==> src/hw/rtl/sbc_pkg.sv <==
// Types, constants and codes shared by the staging buffer controller.
`default_nettype none

package sbc_pkg;

  localparam int unsigned ADDR_W       = 48;
  localparam int unsigned LEN_W        = 32;
  localparam int unsigned OFF_W        = 20;
  localparam int unsigned MAX_CAPACITY = 1048576;
  localparam int unsigned WLEN_W       = $clog2(MAX_CAPACITY) + 1;
  localparam int unsigned CFG_IDX_W    = 2;
  localparam int unsigned CFG_DATA_W   = ADDR_W;

  localparam logic [WLEN_W-1:0] CAP_MAX   = WLEN_W'(MAX_CAPACITY);
  localparam logic [WLEN_W-1:0] CAP_RESET = WLEN_W'(65536);

  localparam logic [CFG_IDX_W-1:0] CFG_SIEVING  = 2'd0;
  localparam logic [CFG_IDX_W-1:0] CFG_CAPACITY = 2'd1;
  localparam logic [CFG_IDX_W-1:0] CFG_END      = 2'd2;

  typedef enum logic [2:0] {
    CMD_COPY_OUT  = 3'd0,
    CMD_COPY_IN   = 3'd1,
    CMD_FLUSH     = 3'd2,
    CMD_REFILL    = 3'd3,
    CMD_DIRECT_RD = 3'd4,
    CMD_DIRECT_WR = 3'd5
  } cmd_code_e;

  typedef struct packed {
    logic              req_type;
    logic [ADDR_W-1:0] req_addr;
    logic [LEN_W-1:0]  req_len;
  } req_t;

  typedef struct packed {
    cmd_code_e         cmd_code;
    logic [ADDR_W-1:0] cmd_addr;
    logic [LEN_W-1:0]  cmd_len;
    logic [OFF_W-1:0]  buf_offset;
    logic              last;
  } cmd_t;

  typedef struct packed {
    logic              sieving_enabled;
    logic [WLEN_W-1:0] buf_capacity;
    logic [ADDR_W-1:0] end_of_space;
  } cfg_t;

  typedef struct packed {
    logic              flush_en;
    logic              refill_en;
    cmd_code_e         main_code;
    logic [ADDR_W-1:0] flush_start;
    logic [WLEN_W-1:0] flush_len;
    logic [WLEN_W-1:0] fill_len;
    logic [ADDR_W-1:0] addr;
    logic [LEN_W-1:0]  len;
    logic [OFF_W-1:0]  offset;
  } plan_t;

endpackage

`default_nettype wire

==> src/hw/rtl/sieve_buffer_controller.sv <==
// Top level of the staging buffer controller: configuration registers and the three parts.
//
// Channel   Direction  Handshake                 Payload
// req       in         req_valid_i / req_ready_o  sbc_pkg::req_t
// cmd       out        cmd_valid_o / cmd_ready_i  sbc_pkg::cmd_t
// cfg       in         cfg_we_i (no wait)         cfg_idx_i, cfg_wdata_i
//
// Each request yields one to three commands, one per cycle while cmd_ready_i is high, so
// the command port is the limiting resource.
// A request passes the front-end register, the plan queue, the plan register and the command register in turn.
// Reset empties the window, enables sieving and sets the capacity to 64 KiB.
// A stalled command port fills the plan queue and then holds off requests.
`default_nettype none

module sieve_buffer_controller (
  input  wire logic                              clk_i,
  input  wire logic                              rst_ni,
  input  wire logic                              cfg_we_i,
  input  wire logic [sbc_pkg::CFG_IDX_W-1:0]     cfg_idx_i,
  input  wire logic [sbc_pkg::CFG_DATA_W-1:0]    cfg_wdata_i,
  input  wire logic                              req_valid_i,
  output logic                                   req_ready_o,
  input  wire sbc_pkg::req_t                     req_i,
  output logic                                   cmd_valid_o,
  input  wire logic                              cmd_ready_i,
  output sbc_pkg::cmd_t                          cmd_o
);

  sbc_pkg::cfg_t  cfg_q;
  logic           fq_valid, fq_ready;
  sbc_pkg::plan_t fq_plan;
  logic           qb_valid, qb_ready;
  sbc_pkg::plan_t qb_plan;

  always_ff @(posedge clk_i or negedge rst_ni) begin
    if (!rst_ni) begin
      cfg_q.sieving_enabled <= 1'b1;
      cfg_q.buf_capacity    <= sbc_pkg::CAP_RESET;
      cfg_q.end_of_space    <= '0;
    end else if (cfg_we_i) begin
      case (cfg_idx_i)
        sbc_pkg::CFG_SIEVING:  cfg_q.sieving_enabled <= cfg_wdata_i[0];
        sbc_pkg::CFG_CAPACITY: cfg_q.buf_capacity    <= cfg_wdata_i[sbc_pkg::WLEN_W-1:0];
        sbc_pkg::CFG_END:      cfg_q.end_of_space    <= cfg_wdata_i[sbc_pkg::ADDR_W-1:0];
        default: begin
        end
      endcase
    end
  end

  sbc_front u_front (
    .clk_i        (clk_i),
    .rst_ni       (rst_ni),
    .cfg_i        (cfg_q),
    .req_valid_i  (req_valid_i),
    .req_ready_o  (req_ready_o),
    .req_i        (req_i),
    .plan_valid_o (fq_valid),
    .plan_ready_i (fq_ready),
    .plan_o       (fq_plan)
  );

  sbc_queue u_queue (
    .clk_i      (clk_i),
    .rst_ni     (rst_ni),
    .wr_valid_i (fq_valid),
    .wr_ready_o (fq_ready),
    .wr_data_i  (fq_plan),
    .rd_valid_o (qb_valid),
    .rd_ready_i (qb_ready),
    .rd_data_o  (qb_plan)
  );

  sbc_back u_back (
    .clk_i        (clk_i),
    .rst_ni       (rst_ni),
    .plan_valid_i (qb_valid),
    .plan_ready_o (qb_ready),
    .plan_i       (qb_plan),
    .cmd_valid_o  (cmd_valid_o),
    .cmd_ready_i  (cmd_ready_i),
    .cmd_o        (cmd_o)
  );

endmodule

`default_nettype wire

==> src/hw/rtl/sbc_front.sv <==
// Front end: takes requests, keeps the window state and turns each request into a plan.
`default_nettype none

module sbc_front (
  input  wire logic         clk_i,
  input  wire logic         rst_ni,
  input  wire sbc_pkg::cfg_t cfg_i,
  input  wire logic         req_valid_i,
  output logic              req_ready_o,
  input  wire sbc_pkg::req_t req_i,
  output logic              plan_valid_o,
  input  wire logic         plan_ready_i,
  output sbc_pkg::plan_t    plan_o
);

  logic [sbc_pkg::WLEN_W-1:0] cap_eff;
  logic [sbc_pkg::ADDR_W-1:0] room;
  logic [sbc_pkg::WLEN_W-1:0] fill_in;
  logic                       over_in;

  logic                       a_valid_q, a_valid_d;
  sbc_pkg::req_t              a_req_q;
  logic [sbc_pkg::WLEN_W-1:0] a_fill_q;
  logic                       a_over_q;

  logic [sbc_pkg::ADDR_W-1:0] ws_q, ws_d;
  logic [sbc_pkg::WLEN_W-1:0] wlen_q, wlen_d;
  logic                       dirty_q, dirty_d;

  logic [sbc_pkg::ADDR_W-1:0] fwd;
  logic [sbc_pkg::ADDR_W-1:0] rev;
  logic [sbc_pkg::WLEN_W-1:0] rest;
  logic                       in_win;
  logic                       hit;
  logic                       ovl;
  logic                       push;
  logic                       take;
  sbc_pkg::plan_t             plan;

  always_comb begin
    if (cfg_i.buf_capacity == '0) begin
      cap_eff = sbc_pkg::WLEN_W'(1);
    end else if (cfg_i.buf_capacity > sbc_pkg::CAP_MAX) begin
      cap_eff = sbc_pkg::CAP_MAX;
    end else begin
      cap_eff = cfg_i.buf_capacity;
    end
    room    = (cfg_i.end_of_space > req_i.req_addr) ?
              (cfg_i.end_of_space - req_i.req_addr) : '0;
    fill_in = (room < sbc_pkg::ADDR_W'(cap_eff)) ? room[sbc_pkg::WLEN_W-1:0] : cap_eff;
    over_in = req_i.req_len > sbc_pkg::LEN_W'(cap_eff);
  end

  assign push        = a_valid_q && plan_ready_i;
  assign req_ready_o = !a_valid_q || push;
  assign take        = req_valid_i && req_ready_o;

  always_comb begin
    fwd    = a_req_q.req_addr - ws_q;
    rev    = ws_q - a_req_q.req_addr;
    in_win = (a_req_q.req_addr >= ws_q) && (fwd < sbc_pkg::ADDR_W'(wlen_q));
    rest   = wlen_q - fwd[sbc_pkg::WLEN_W-1:0];
    hit    = (wlen_q != '0) && in_win && (a_req_q.req_len <= sbc_pkg::LEN_W'(rest));
    ovl    = (wlen_q != '0) &&
             (((ws_q >= a_req_q.req_addr) && (rev < sbc_pkg::ADDR_W'(a_req_q.req_len)))
              || in_win);

    plan.flush_en    = 1'b0;
    plan.refill_en   = 1'b0;
    plan.main_code   = a_req_q.req_type ? sbc_pkg::CMD_DIRECT_WR : sbc_pkg::CMD_DIRECT_RD;
    plan.flush_start = ws_q;
    plan.flush_len   = wlen_q;
    plan.fill_len    = a_fill_q;
    plan.addr        = a_req_q.req_addr;
    plan.len         = a_req_q.req_len;
    plan.offset      = '0;
    ws_d             = ws_q;
    wlen_d           = wlen_q;
    dirty_d          = dirty_q;

    if (!cfg_i.sieving_enabled) begin
      plan.main_code = a_req_q.req_type ? sbc_pkg::CMD_DIRECT_WR : sbc_pkg::CMD_DIRECT_RD;
    end else if (hit) begin
      plan.main_code = a_req_q.req_type ? sbc_pkg::CMD_COPY_IN : sbc_pkg::CMD_COPY_OUT;
      plan.offset    = fwd[sbc_pkg::OFF_W-1:0];
      if (a_req_q.req_type) begin
        dirty_d = 1'b1;
      end
    end else if (a_over_q) begin
      if (ovl) begin
        if (dirty_q) begin
          plan.flush_en = 1'b1;
          dirty_d       = 1'b0;
        end
        if (a_req_q.req_type) begin
          ws_d   = '0;
          wlen_d = '0;
        end
      end
    end else begin
      plan.flush_en  = dirty_q;
      plan.refill_en = 1'b1;
      plan.main_code = a_req_q.req_type ? sbc_pkg::CMD_COPY_IN : sbc_pkg::CMD_COPY_OUT;
      ws_d           = a_req_q.req_addr;
      wlen_d         = a_fill_q;
      dirty_d        = a_req_q.req_type;
    end
  end

  always_comb begin
    a_valid_d = a_valid_q;
    if (take) begin
      a_valid_d = 1'b1;
    end else if (push) begin
      a_valid_d = 1'b0;
    end
  end

  always_ff @(posedge clk_i or negedge rst_ni) begin
    if (!rst_ni) begin
      a_valid_q <= 1'b0;
      ws_q      <= '0;
      wlen_q    <= '0;
      dirty_q   <= 1'b0;
    end else begin
      a_valid_q <= a_valid_d;
      if (push) begin
        ws_q    <= ws_d;
        wlen_q  <= wlen_d;
        dirty_q <= dirty_d;
      end
    end
  end

  always_ff @(posedge clk_i) begin
    if (take) begin
      a_req_q  <= req_i;
      a_fill_q <= fill_in;
      a_over_q <= over_in;
    end
  end

  assign plan_valid_o = a_valid_q;
  assign plan_o       = plan;

endmodule

`default_nettype wire

==> src/hw/rtl/sbc_queue.sv <==
// Two-entry plan queue between the front end and the command sequencer.
`default_nettype none

module sbc_queue (
  input  wire logic      clk_i,
  input  wire logic      rst_ni,
  input  wire logic      wr_valid_i,
  output logic           wr_ready_o,
  input  wire sbc_pkg::plan_t wr_data_i,
  output logic           rd_valid_o,
  input  wire logic      rd_ready_i,
  output sbc_pkg::plan_t rd_data_o
);

  sbc_pkg::plan_t mem_q [2];
  logic           wptr_q, rptr_q;
  logic [1:0]     cnt_q, cnt_d;
  logic           wr_fire, rd_fire;

  assign wr_ready_o = cnt_q != 2'd2;
  assign rd_valid_o = cnt_q != 2'd0;
  assign wr_fire    = wr_valid_i && wr_ready_o;
  assign rd_fire    = rd_valid_o && rd_ready_i;
  assign rd_data_o  = mem_q[rptr_q];

  always_comb begin
    cnt_d = cnt_q;
    if (wr_fire && !rd_fire) begin
      cnt_d = cnt_q + 2'd1;
    end else if (rd_fire && !wr_fire) begin
      cnt_d = cnt_q - 2'd1;
    end
  end

  always_ff @(posedge clk_i or negedge rst_ni) begin
    if (!rst_ni) begin
      wptr_q <= 1'b0;
      rptr_q <= 1'b0;
      cnt_q  <= 2'd0;
    end else begin
      cnt_q <= cnt_d;
      if (wr_fire) begin
        wptr_q <= !wptr_q;
      end
      if (rd_fire) begin
        rptr_q <= !rptr_q;
      end
    end
  end

  always_ff @(posedge clk_i) begin
    if (wr_fire) begin
      mem_q[wptr_q] <= wr_data_i;
    end
  end

endmodule

`default_nettype wire

==> src/hw/rtl/sbc_back.sv <==
// Back end: walks each plan and issues its flush, refill and final command in order.
`default_nettype none

module sbc_back (
  input  wire logic      clk_i,
  input  wire logic      rst_ni,
  input  wire logic      plan_valid_i,
  output logic           plan_ready_o,
  input  wire sbc_pkg::plan_t plan_i,
  output logic           cmd_valid_o,
  input  wire logic      cmd_ready_i,
  output sbc_pkg::cmd_t  cmd_o
);

  localparam logic [1:0] STEP_FLUSH  = 2'd0;
  localparam logic [1:0] STEP_REFILL = 2'd1;
  localparam logic [1:0] STEP_MAIN   = 2'd2;

  sbc_pkg::plan_t plan_q;
  logic           busy_q, busy_d;
  logic [1:0]     step_q, step_d;
  logic           out_valid_q, out_valid_d;
  sbc_pkg::cmd_t  out_q;

  logic           emit;
  logic           cur_last;
  logic           pop;
  sbc_pkg::cmd_t  cur_cmd;
  logic [1:0]     step_after;
  logic [1:0]     step_first;

  assign emit = busy_q && (!out_valid_q || cmd_ready_i);
  assign pop  = plan_valid_i && (!busy_q || (emit && cur_last));
  assign plan_ready_o = !busy_q || (emit && cur_last);

  always_comb begin
    cur_cmd.cmd_code   = plan_q.main_code;
    cur_cmd.cmd_addr   = plan_q.addr;
    cur_cmd.cmd_len    = plan_q.len;
    cur_cmd.buf_offset = plan_q.offset;
    cur_cmd.last       = 1'b1;
    cur_last           = 1'b1;
    step_after         = STEP_MAIN;
    case (step_q)
      STEP_FLUSH: begin
        cur_cmd.cmd_code   = sbc_pkg::CMD_FLUSH;
        cur_cmd.cmd_addr   = plan_q.flush_start;
        cur_cmd.cmd_len    = sbc_pkg::LEN_W'(plan_q.flush_len);
        cur_cmd.buf_offset = '0;
        cur_cmd.last       = 1'b0;
        cur_last           = 1'b0;
        step_after         = plan_q.refill_en ? STEP_REFILL : STEP_MAIN;
      end
      STEP_REFILL: begin
        cur_cmd.cmd_code   = sbc_pkg::CMD_REFILL;
        cur_cmd.cmd_addr   = plan_q.addr;
        cur_cmd.cmd_len    = sbc_pkg::LEN_W'(plan_q.fill_len);
        cur_cmd.buf_offset = '0;
        cur_cmd.last       = 1'b0;
        cur_last           = 1'b0;
        step_after         = STEP_MAIN;
      end
      default: begin
        cur_last   = 1'b1;
        step_after = STEP_MAIN;
      end
    endcase
  end

  always_comb begin
    if (plan_i.flush_en) begin
      step_first = STEP_FLUSH;
    end else if (plan_i.refill_en) begin
      step_first = STEP_REFILL;
    end else begin
      step_first = STEP_MAIN;
    end

    busy_d = busy_q;
    step_d = step_q;
    if (pop) begin
      busy_d = 1'b1;
      step_d = step_first;
    end else if (emit) begin
      if (cur_last) begin
        busy_d = 1'b0;
      end else begin
        step_d = step_after;
      end
    end

    out_valid_d = out_valid_q;
    if (emit) begin
      out_valid_d = 1'b1;
    end else if (cmd_ready_i) begin
      out_valid_d = 1'b0;
    end
  end

  always_ff @(posedge clk_i or negedge rst_ni) begin
    if (!rst_ni) begin
      busy_q      <= 1'b0;
      step_q      <= STEP_MAIN;
      out_valid_q <= 1'b0;
    end else begin
      busy_q      <= busy_d;
      step_q      <= step_d;
      out_valid_q <= out_valid_d;
    end
  end

  always_ff @(posedge clk_i) begin
    if (pop) begin
      plan_q <= plan_i;
    end
    if (emit) begin
      out_q <= cur_cmd;
    end
  end

  assign cmd_valid_o = out_valid_q;
  assign cmd_o       = out_q;

endmodule

`default_nettype wire

==> config.mk <==
export PLATFORM = sky130hd
export DESIGN_NAME = sieve_buffer_controller
export DESIGN_NICKNAME = d
export VERILOG_FILES = /design/src/hw/rtl/sbc_pkg.sv /design/src/hw/rtl/sieve_buffer_controller.sv /design/src/hw/rtl/sbc_front.sv /design/src/hw/rtl/sbc_queue.sv /design/src/hw/rtl/sbc_back.sv
export SDC_FILE = /design/constraint.sdc
export NUM_CORES = 1
export LEC_CHECK = 0
export BUFFER_PORTS_ARGS = -buffer_cell sky130_fd_sc_hd__buf_2
export CAP_MARGIN = 0
export CORE_ASPECT_RATIO = 2
export CORE_MARGIN = 3
export CORE_UTILIZATION = 41
export DETAILED_ROUTE_END_ITERATION = 6
export GPL_TIMING_DRIVEN = 0
export PLACE_DENSITY = 0.58
export SYNTH_ARGS = -nofsm -noshare
export SYNTH_HDL_FRONTEND = slang
export SYNTH_SLANG_ARGS = --single-unit
==> constraint.sdc <==
create_clock -name clk_i -period 15.25 [get_ports clk_i]
set_input_delay 2.2875 -clock clk_i [delete_from_list [all_inputs] [get_ports clk_i]]
set_output_delay 2.2875 -clock clk_i [all_outputs]
set_load 0.01 [all_outputs]
==> out/results.md <==
| Group | Metric | Reported |
|---|---|---|
| sta | Final Worst Setup Slack | 5.67 ns |
| global route | Initial antenna violation count | 10 |
| worst setup path | Start-to-end type of the worst setup path | in -> reg |
| worst setup path | Worst Path Required | 15.69 ns |
| floorplanning | Floorplan die area | 118,000 µm² |
| clock network | Post-cts resize count | 0 |
| routing | Count of antenna-violating nets left after detailed routing | 0 |
| cells and area | Commonest non-fill, non-tap cell in the layout | sky130_fd_sc_hd__edfxtp_1 |
| worst setup path | Reg-to-reg endpoint | u_front.wlen_q[10] |
| global route | Maximum number of pins on one net before global-route repair | 77 |
| sta | Worst Skew | 0.0310 ns |
| yosys | Syn_nets | 4,056 |
| pwr | Power per unit of standard cell area | 187 nW/µm² |
| pwr | VDD IR max | 96.8 µV |
| global route | GRT Resource Usage Total | 0.252 |
| sta | Total of endpoints with negative setup slack in the final report | 0 |
| routing | Number of vias after detailed routing | 30,300 |
| yosys | Async set-reset flop share out of synthesis | 0.159 |
| floorplanning | Io pins | 242 |
| placement | Half-perimeter wire length of the detailed placement result | 120,000 µm |
| placement | Placed cell count | 5,396 |
| sta | Slew of the pin with the lowest slew margin | 1.47 ns |
| placement | IO buf count | 241 |
| yosys | Mean instance size in the synthesized netlist | 12.8 µm² |
| yosys | Top cell type's share of synthesized area | 0.508 |
| worst setup path | Type of element capturing the critical path | register |
| clock network | Clk_lat worst skew | 0.71 ns |
| yosys | Yosys cell types | 91 |
| sta | Worst relative slew slack | 0.0146 |
| clock network | CTS tree | yes |
| clock network | H-tree Lvls | 3 |
| floorplanning | Core region area | 113,000 µm² |
| routing | Routed len/inst | 26.8 µm |
| worst hold path | Min-Delay Path Class | reg -> reg |
| global route | Global route total overflow | 0 |
| worst setup path | Setup slack on the worst flop-to-flop path | 6.70 ns |
| routing | First-pass iteration count of the detailed router | 7 |
| yosys | Number of instances in the synthesized netlist | 3,637 |
| routing | Vias per Instance | 5.45 |
| routing | WL final | 149,000 µm |
| worst setup path | Startpoint of the lowest-slack register-to-register path | u_front.plan_o[53] |
| floorplanning | Width of the chip | 244 µm |
| yosys | Most used flip-flop cell after synthesis | sky130_fd_sc_hd__edfxtp_1 |
| placement | Setup slack at placement | 5.17 ns |
| cells and area | Commonest non-fill, non-tap cells in the layout | sky130_fd_sc_hd__edfxtp_1 (788), sky130_fd_sc_hd__mux2_2 (313), sky130_fd_sc_hd__ha_1 (279) |
| cells and area | Area Growth Syn to Fin | 13.9% |
| yosys | Cell type with the highest aggregate area in the netlist | sky130_fd_sc_hd__edfxtp_1 |
| clock network | CTS sink count | 937 |
| worst setup path | Data arrival at the endpoint of the critical path | 10.02 ns |
| flow run | Max-capacitance violation count | 0 |
| sta | Fmax | 104 MHz |
| sta | Count of final hold-check violations | 0 |
| global route | Wire length of the first global-routing pass | 213,000 µm |
| yosys | Number of enable-type register cells in the synthesized netlist | 788 |
| clock network | Count of buffers added by post-CTS timing repair for setup | 0 |
| clock network | Reg clk slew, reported paths | 0.07 ns |
| yosys | Register area share after synthesis | 0.588 |
| floorplanning | Y dimension of the die | 483 µm |
| routing | Drc violations | 0 |
| sta | Unrepaired setup endpoints after global routing | no |
| pwr | Power Total | 9.93 mW |
| sta | Final Hold Slack | 0.498 ns |
| global route | Number of global-route vias before repair | 31,500 |
| worst setup path | Critical Path End | u_front.a_fill_q[18] |
| worst setup path | Critical path peak fanout | 10 |
| clock network | Clock buffer count from CTS | 84 |
| cells and area | Final core area utilization | 0.471 |
| clock network | Count of hold buffers inserted by post-cts repair | 0 |
| outcome | Status | completed |
| cells and area | Final Non-Filler Cells | 5,556 |
| clock network | Cell at the root of the clock tree | sky130_fd_sc_hd__clkbuf_16 |
| worst setup path | Worst setup SP type | primary input |
| worst setup path | Depth of the most critical reg-to-reg path | 28 |
| sta | Post-route fraction of the period consumed by the critical path | 0.628 |
| yosys | Warnings from Yosys | 0 |
| pwr | Total leakage power | 20.4 nW |
| clock network | Clock buffer depth | 3 |
| floorplanning | Starting utilization of the core area | 0.414 |
| sta | Max-slew violations | 0 |
| yosys | Synth Register Bits | 937 |
| placement | Final weighted congestion in routability-driven placement | 0.995 |
| yosys | Area of the mapped netlist | 46,600 µm² |
| cells and area | Layout Nets | 4,405 |
| worst setup path | CP Launch Point | req_i[43] |
| cells and area | Fraction of layout cells with a size suffix above 1 | 0.195 |
| floorplanning | Row count | 174 |
| sta | Period minus WS final | 9.58 ns |
| yosys | Synth area leaders | sky130_fd_sc_hd__edfxtp_1 (51%), sky130_fd_sc_hd__dfrtp_1 (7.8%), sky130_fd_sc_hd__mux2_2 (7.6%), sky130_fd_sc_hd__ha_1 (7.5%), sky130_fd_sc_hd__a21oi_1 (2.4%) |
| routing | DR iter-0 viols | 1,817 |
==> how the worst min path moves through the flow <==
stage,end,cells after the start,slack [ns],from
finish,u_queue.mem_q[1][108],0,0.50,u_front.a_fill_q[8]
detailed placement,u_queue.mem_q[0][108],0,0.48,u_front.a_fill_q[8]
floorplan,u_queue.mem_q[0][100],0,0.45,u_front.a_fill_q[0]
global placement,u_queue.mem_q[0][108],0,0.48,u_front.a_fill_q[8]
global route,cfg_q[41],1,0.52,cfg_q[41]
CTS,u_queue.mem_q[1][108],0,0.50,u_front.a_fill_q[8]
==> kinds of logic after synthesis <==
| group | Yosys count | share of synthesized area |
|---|---|---|
| xor gates and xnor gates | 124 | 0.0233 |
| adders and majority gates | 283 | 0.0767 |
| AOI/OAI and AO/OA | 712 | 0.0987 |
| buffers and inverters | 412 | 0.0380 |
| DFF | 937 | 0.588 |
| muxes | 415 | 0.0976 |
| and+or+nand+nor | 754 | 0.0775 |
==> power by group <==
part / switching, mW / total (mW) / internal (mW)
registers: 0.322 / 4.21 / 3.89
clock network: 0.983 / 2.23 / 1.24
logic: 2.16 / 3.49 / 1.33
total: 3.46 / 9.93 / 6.47
==> critical path, stage by stage <==
cell and delay [ns]:
sky130_fd_sc_hd__buf_2 0.30, sky130_fd_sc_hd__inv_1 0.08, sky130_fd_sc_hd__ha_1 0.40, sky130_fd_sc_hd__nand4_1 0.15, sky130_fd_sc_hd__nor2_1 0.39, sky130_fd_sc_hd__o2111ai_1 0.19, sky130_fd_sc_hd__a21boi_1 0.41, sky130_fd_sc_hd__o21bai_1 0.30
sky130_fd_sc_hd__nand2_1 0.25, sky130_fd_sc_hd__a31oi_1 0.19, sky130_fd_sc_hd__o21ai_0 0.52, sky130_fd_sc_hd__inv_1 0.12, sky130_fd_sc_hd__nor2_1 0.46, sky130_fd_sc_hd__inv_2 0.24, sky130_fd_sc_hd__buf_1 0.30, sky130_fd_sc_hd__nor2_1 0.28
sky130_fd_sc_hd__ha_1 0.29, sky130_fd_sc_hd__a21o_1 0.17, sky130_fd_sc_hd__a21o_1 0.19, sky130_fd_sc_hd__a21oi_1 0.16, sky130_fd_sc_hd__nor2b_1 0.06, sky130_fd_sc_hd__a2111oi_0 0.79, sky130_fd_sc_hd__o221ai_1 0.29, sky130_fd_sc_hd__inv_1 0.10
sky130_fd_sc_hd__o31a_1 0.27, sky130_fd_sc_hd__o21ai_2 0.21, sky130_fd_sc_hd__buf_2 0.27, sky130_fd_sc_hd__a32o_1 0.30
==> through the flow <==
step           instance area [µm²]  setup TNS (ns)
2_1_floorplan                46600               0
5_1_grt                      53100               0
3_3_place_gp                 49700         -909.90
6_report                     53100               0
4_1_cts                      53100               0
3_5_place_dp                 50200               0
==> flip-flops by register name (all words and copies together), names as in the netlist <==
| name | count |
|---|---|
| u_queue.rptr_q | 1 |
| u_queue.cnt_q | 2 |
| u_front.wlen_q | 21 |
| u_back.step_q | 2 |
| u_front.a_req_q | 1 |
| u_back.cmd_o | 104 |
| u_front.ws_q | 48 |
| u_front.plan_valid_o | 1 |
| u_back.plan_q | 193 |
| u_back.busy_q | 1 |
| u_queue.mem_q | 388 |
| u_back.cmd_valid_o | 1 |
| cfg_q | 70 |
| u_front.plan_o | 80 |
| u_queue.wptr_q | 1 |
| u_front.dirty_q | 1 |
| u_front.a_over_q | 1 |
| u_front.a_fill_q | 21 |
==> routing by layer <==
metal / GRT usage / up-vias / routed length, µm
met5: 0 / - / 78
met4: 0.185 / 12 / 12600
met3: 0.0310 / 308 / 5630
met2: 0.480 / 908 / 80800
met1: 0.247 / 14900 / 50000
li1: - / 14100 / -
==> cell usage after synthesis, types with 20 or more instances <==
cell type                  instances
sky130_fd_sc_hd__edfxtp_1        788
sky130_fd_sc_hd__mux2_2          313
sky130_fd_sc_hd__ha_1            279
sky130_fd_sc_hd__inv_1           272
sky130_fd_sc_hd__nand2_1         268
sky130_fd_sc_hd__a21oi_1         228
sky130_fd_sc_hd__nor2_1          169
sky130_fd_sc_hd__o21ai_0         159
sky130_fd_sc_hd__dfrtp_1         146
sky130_fd_sc_hd__mux2i_1         100
sky130_fd_sc_hd__clkbuf_1         78
sky130_fd_sc_hd__nand4_1          69
sky130_fd_sc_hd__xnor2_1          69
sky130_fd_sc_hd__a21o_1           63
sky130_fd_sc_hd__xor2_1           55
sky130_fd_sc_hd__and2_1           43
sky130_fd_sc_hd__nor3_1           35
sky130_fd_sc_hd__o21a_1           33
sky130_fd_sc_hd__nand2b_1         32
sky130_fd_sc_hd__nand3_1          30
sky130_fd_sc_hd__nor4_1           30
sky130_fd_sc_hd__o211ai_1         26
sky130_fd_sc_hd__nor2b_1          24
sky130_fd_sc_hd__a211oi_1         20
==> cell type report <==
cell class / count / area [µm²]
Buffer: 137 / 736
Clock inverter: 53 / 609
Clock buffer: 103 / 2240
Fill cell: 10300 / 59500
Tap cell: 1496 / 1870
Multi-Input combinational cell: 2288 / 17400
Timing Repair Buffer: 263 / 1730
Antenna cell: 4 / 10.0
Inverter: 275 / 1030
Sequential cell: 937 / 27400
No activity file was read; power rests on OpenSTA's default activity.
